[src/hdl/multi_tap_feedback_delay_mixer_top_assert.svh]
// assertion macros for the three-tap feedback delay mixer
// used by the top level, no other dependencies
`ifndef MULTI_TAP_FEEDBACK_DELAY_MIXER_TOP_ASSERT_SVH
`define MULTI_TAP_FEEDBACK_DELAY_MIXER_TOP_ASSERT_SVH

`ifndef NO_ASSERTIONS

// same-cycle implication
`define MTFD_ASSERT_NOW(label, clk, rst_n, ante, cons) \
	label: assert property (@(posedge clk) disable iff (!rst_n) (ante) |-> (cons)) \
		else $error("mtfd assertion failed");

// next-cycle implication
`define MTFD_ASSERT_NEXT(label, clk, rst_n, ante, cons) \
	label: assert property (@(posedge clk) disable iff (!rst_n) (ante) |=> (cons)) \
		else $error("mtfd assertion failed");

`else

`define MTFD_ASSERT_NOW(label, clk, rst_n, ante, cons)
`define MTFD_ASSERT_NEXT(label, clk, rst_n, ante, cons)

`endif

`endif

[src/hdl/mtfd_pkg.sv]
// shared constants and types of the three-tap feedback delay mixer
// no dependencies
`default_nettype none

package mtfd_pkg;

	localparam int DELAY_DEPTH_DEF = 65536;
	localparam int SAMPLE_BITS_DEF = 24;
	localparam int TAPS            = 3;

	localparam int CFG_IDX_W  = 3;
	localparam int CFG_DATA_W = 16;

	// 0.0002 in Q0.32
	localparam int SMOOTH_COEF = 858993;

	// wet gain 0.3 and percent scale: out = (3*w*sum + 10*(100-w)*x) / 1000
	localparam int MIX_WET_MUL = 3;
	localparam int MIX_DRY_MUL = 10;
	localparam int MIX_DIVISOR = 1000;

	localparam logic [6:0]  WET_MAX    = 7'd100;
	localparam logic [6:0]  WET_RESET  = 7'd50;
	localparam logic [15:0] TGT_RESET  = 16'd24000;

	typedef enum logic [CFG_IDX_W-1:0] {
		REG_TARGET_A,
		REG_TARGET_B,
		REG_TARGET_C,
		REG_GAIN_A,
		REG_GAIN_B,
		REG_GAIN_C,
		REG_WET,
		REG_BYPASS
	} cfg_reg_t;

endpackage

`default_nettype wire

[src/hdl/mtfd_div1000.sv]
// rounding, saturating divide of the mix sum by 1000 through a reciprocal multiply
// depends on mtfd_pkg
`default_nettype none

module mtfd_div1000 #(
	parameter int SAMPLE_BITS = mtfd_pkg::SAMPLE_BITS_DEF,
	parameter int ACC_W       = mtfd_pkg::SAMPLE_BITS_DEF + 11
) (
	input  wire logic                     clk,
	input  wire logic                     arst_n,
	input  wire logic                     start,
	input  wire logic signed [ACC_W-1:0]  value,
	output logic                          busy,
	output logic signed [SAMPLE_BITS-1:0] quo
);
	import mtfd_pkg::*;

	localparam int UW      = ACC_W + 1;
	localparam int DIV_ODD = MIX_DIVISOR / 8;
	localparam int NW      = SAMPLE_BITS + 7;
	localparam int KSH     = NW + 7;
	localparam int MW      = NW + 1;
	localparam int PW      = NW + MW;
	localparam logic [UW-1:0] OFFSET = UW'(MIX_DIVISOR) << (SAMPLE_BITS - 1);
	localparam logic [UW-1:0] HI_LIM = UW'(MIX_DIVISOR) << SAMPLE_BITS;
	// ceil(2^KSH / 125), exact floor quotient for every NW-bit dividend
	localparam logic [MW-1:0] RECIP =
		MW'(((longint'(1) << KSH) + longint'(DIV_ODD - 1)) / longint'(DIV_ODD));

	logic [UW-1:0]          u_c;
	logic [NW-1:0]          n_q;
	logic [PW-1:0]          prod_q;
	logic [SAMPLE_BITS-1:0] q_q;
	logic                   mul_q;

	// biased so the quotient is non-negative: floor((v+500)/1000) + 2^(n-1)
	assign u_c = UW'(value) + UW'(MIX_DIVISOR / 2) + OFFSET;

	// divide by 8 with a shift, then by 125 with the reciprocal
	always_ff @(posedge clk or negedge arst_n) begin
		if (!arst_n) begin
			busy  <= 1'b0;
			mul_q <= 1'b0;
		end else if (start) begin
			if (u_c[UW-1]) begin
				q_q  <= '0;
				busy <= 1'b0;
			end else if (u_c >= HI_LIM) begin
				q_q  <= '1;
				busy <= 1'b0;
			end else begin
				n_q   <= u_c[SAMPLE_BITS+9:3];
				mul_q <= 1'b1;
				busy  <= 1'b1;
			end
		end else if (mul_q) begin
			prod_q <= n_q * RECIP;
			mul_q  <= 1'b0;
		end else if (busy) begin
			q_q  <= prod_q[KSH+SAMPLE_BITS-1:KSH];
			busy <= 1'b0;
		end
	end

	// remove the bias by flipping the sign bit
	assign quo = {~q_q[SAMPLE_BITS-1], q_q[SAMPLE_BITS-2:0]};

endmodule

`default_nettype wire
[config.mk]
export PLATFORM = sky130hd
export DESIGN_NAME = mtfd_div1000
export DESIGN_NICKNAME = d
export VERILOG_FILES = /design/src/hdl/multi_tap_feedback_delay_mixer_top_assert.svh /design/src/hdl/mtfd_pkg.sv /design/src/hdl/mtfd_div1000.sv
export SDC_FILE = /design/constraint.sdc
export NUM_CORES = 1
export LEC_CHECK = 0
export BUFFER_PORTS_ARGS = -buffer_cell sky130_fd_sc_hd__buf_2
export CORE_UTILIZATION = 65
export DETAILED_ROUTE_END_ITERATION = 8
export PLACE_DENSITY = 0.83
export REMOVE_ABC_BUFFERS = 1
export SLEW_MARGIN = 5
export SYNTH_ARGS = -nofsm -noshare
export SYNTH_HDL_FRONTEND = slang
export SYNTH_SLANG_ARGS = --single-unit
[constraint.sdc]
create_clock -name clk -period 12.3 [get_ports clk]
set_input_delay 0.615 -clock clk [delete_from_list [all_inputs] [get_ports clk]]
set_output_delay 0.615 -clock clk [all_outputs]
set_load 0.01 [all_outputs]
==> impl_metrics.py <==
metrics = {
    "global_routing": {
        "overflow": 0,
        "grt_pass1_vias": 12620,
        "grt_use_total_pct": 30.77,
        "grt_max_degree": 32,
        "grt_pass1_wl_um": 62710,
        "antenna_found_initial": 0,
    },
    "routing": {
        "dr_total_vias": 11485,
        "drtPass1Iterations": 5,
        "wl_met3_um": 2383,
        "drc": 0,
        "met2_length_um": 19490,
        "post_drt_wl_per_cell_um": 18.75,
        "drt_iter0_markers": 720,
        "detail-route-antenna-nets": 0,
        "wirelength_um": 38530,
        "vias_per_cell": 5.589,
        "top_layer": "met4",
        "drt-met1-wl_um": 15480,
    },
    "clocking": {
        "postCtsSetupRepairBufs": 0,
        "cts_tree": "done",
        "numCtsBuffers": 9,
        "cts_root_buffer": "clkbuf_16",
        "htreeDepth": 3,
        "cts_sinks": 81,
        "clockBufferDepth": 2,
        "holdBufCountCts": 0,
        "clk_latency_ps": 370,
        "ctsResizeCount": 0,
        "clkSlewWorstSetupHoldPaths_ps": 70,
    },
    "die": {
        "fp-row-count": 59,
        "dieArea_mm2": 0.02736,
        "core_area_mm2": 0.02613,
        "die_w_um": 165.4,
        "io_pins": 63,
        "start_util_pct": 66.43,
        "die_h_um": 165.4,
    },
    "synth": {
        "yosysWarnings": 0,
        "ys_seq_area_share_pct": 13.95,
        "synth_cell_type_count": 58,
        "yosys.area.top_type_share_pct": 33.10,
        "synth.most_common_cell": "inv_1",
        "ys_ff_latch": 81,
        "synthCells": 1670,
        "yosys-top-cells-count": "inv_1 (553), ha_1 (381), fa_1 (287)",
        "synth-main-ff-cell": "edfxtp_1",
        "synthTopCellsByArea": "fa_1 (33%), ha_1 (27%), edfxtp_1 (14%)",
        "synthArstFlopShare_pct": 2.469,
        "synth_area_mm2": 0.01736,
        "synth_top_area_cell": "fa_1",
        "synth-edff-count": 79,
        "syn_avg_cell_area_um2": 10.39,
    },
    "timing": {
        "rsz0062_at_grt": "no",
        "tightest_slew_ps": 1136,
        "period_share_pct": 65.90,
        "max_slew_margin_pct": 24.27,
        "finalSetupViolCount": 0,
        "skew_ps": 16.71,
        "clock.fmax_mhz": 123.4,
        "tns_ps": 0,
        "drv_slew": 0,
        "finalHoldViolCount": 0,
        "period_minus_slack_ps": 8105,
    },
    "critical_path": {
        "worstPathMaxFanout": 11,
        "critPathMaxStageDelay_ps": 820,
        "critPathLaunchType": "flop",
        "crit_arrival_ps": 8210,
        "ff2ff_setup_slack_ps": 4190,
        "crit_family": "adder cells",
        "path_class": "reg2reg",
        "worst-path-buf-inv": 6,
        "worst_path_max_delay_cell": "edfxtp_1",
        "crit_top_cell": "fa_1",
        "worstPathRequired_ps": 12410,
        "crit_path_end_kind": "flop",
    },
    "placement": {
        "dp_cells": 2039,
        "dp_hpwl_um": 32500,
        "routabilityCongestion": 0.9328,
        "port_buffers": 60,
    },
    "final_layout": {
        "fill_cells": 1821,
        "area_growth_pct": 4.901,
        "fin_nets": 2421,
        "drive_above_1_share_pct": 5.523,
        "n_antenna_cell": 0,
        "fin_cells": 2055,
    },
    "job": {
        "cap_violations": 0,
    },
    "hold_path": {
        "hp-class": "in2async",
    },
    "status": {
        "status": "finished clean",
    },
}
routing by layer:
layer  vias to the layer above  global-route usage (%)
met2                       338                   52.99
met1                      5758                   39.79
met4                         0                   10.25
li1                       5288                       -
met5                         -                       0
met3                       101                   4.645
cell usage in the layout, fill, tap and decap left out, types with 25 or more instances in the layout:
| cell type | Yosys | layout |
|---|---|---|
| ha_1 | 381 | 381 |
| a21oi_1 | 46 | 46 |
| nor2_1 | 28 | 27 |
| xnor2_1 | 25 | 25 |
| inv_1 | 553 | 553 |
| fa_1 | 287 | 287 |
| o21ai_1 | 29 | 29 |
| buf_2 | 0 | 60 |
| nand2_1 | 31 | 31 |
| edfxtp_1 | 79 | 79 |
per-stage QoR:
step                setup slack (ps)  hold WS (ps)  utilization (%)  cell area, µm²
finish                          4195         29.31            69.68           18210
CTS                             4259         19.30            69.66           18210
global route                    3748         24.76            69.68           18210
detailed placement              4274         415.7            68.51           17900
floorplan                       5350         319.4                -           17170
global placement                4431         415.0            68.51           17900
cells by family after synthesis:
kind of cell	share of synthesized area, %
xor+xnor	2.458
simple gates	4.310
mux	0.06486
fa+ha+maj	60.56
compound gates	5.593
flops	13.95
buf+inv	13.06
state kept, by name (all words and copies together) (netlist names):
register / cells
mul_q: 1
n_q: 31
prod_q: 24
busy: 1
q_q: 24
worst reg2reg max path, stage by stage (launching register included):
cell and delay (ps):
edfxtp_1 820, ha_1 410, fa_1 410, fa_1 540, inv_1 50, fa_1 490
inv_1 50, fa_1 500, inv_1 50, fa_1 480, inv_1 60, fa_1 530
inv_1 60, fa_1 500, inv_1 40, ha_1 320, nand3_1 160, nor2_1 80
a31oi_1 170, a31oi_1 210, nor4_2 470, nor2_1 160, a211oi_2 450, a21boi_1 270
a2111oi_0 470, a211oi_1 90
final timing paths:
kind	start	to	cells past startpoint
worst max-delay path	n_q[8]	prod_q[60]	25
worst min-delay path	arst_n	mul_q	1
worst max register to register	n_q[8]	prod_q[60]	25
worst min register to register	busy	busy	1
max in group asynchronous	arst_n	busy	1
min in group clk	busy	busy	1
final cells by class:
type	instances	area, µm²	share of cell area [%]
tap	335	419.2	2.302
inverter	553	2076	11.40
sequential	81	2422	13.30
clock buffer	9	225.2	1.237
multi-input combinational	1008	12680	69.62
clock inverter	7	75.07	0.4123
timing repair buffer	62	315.3	1.731
Power is not shown: default switching activity piles up to over one toggle a cycle in this logic, so the estimate is an artifact.
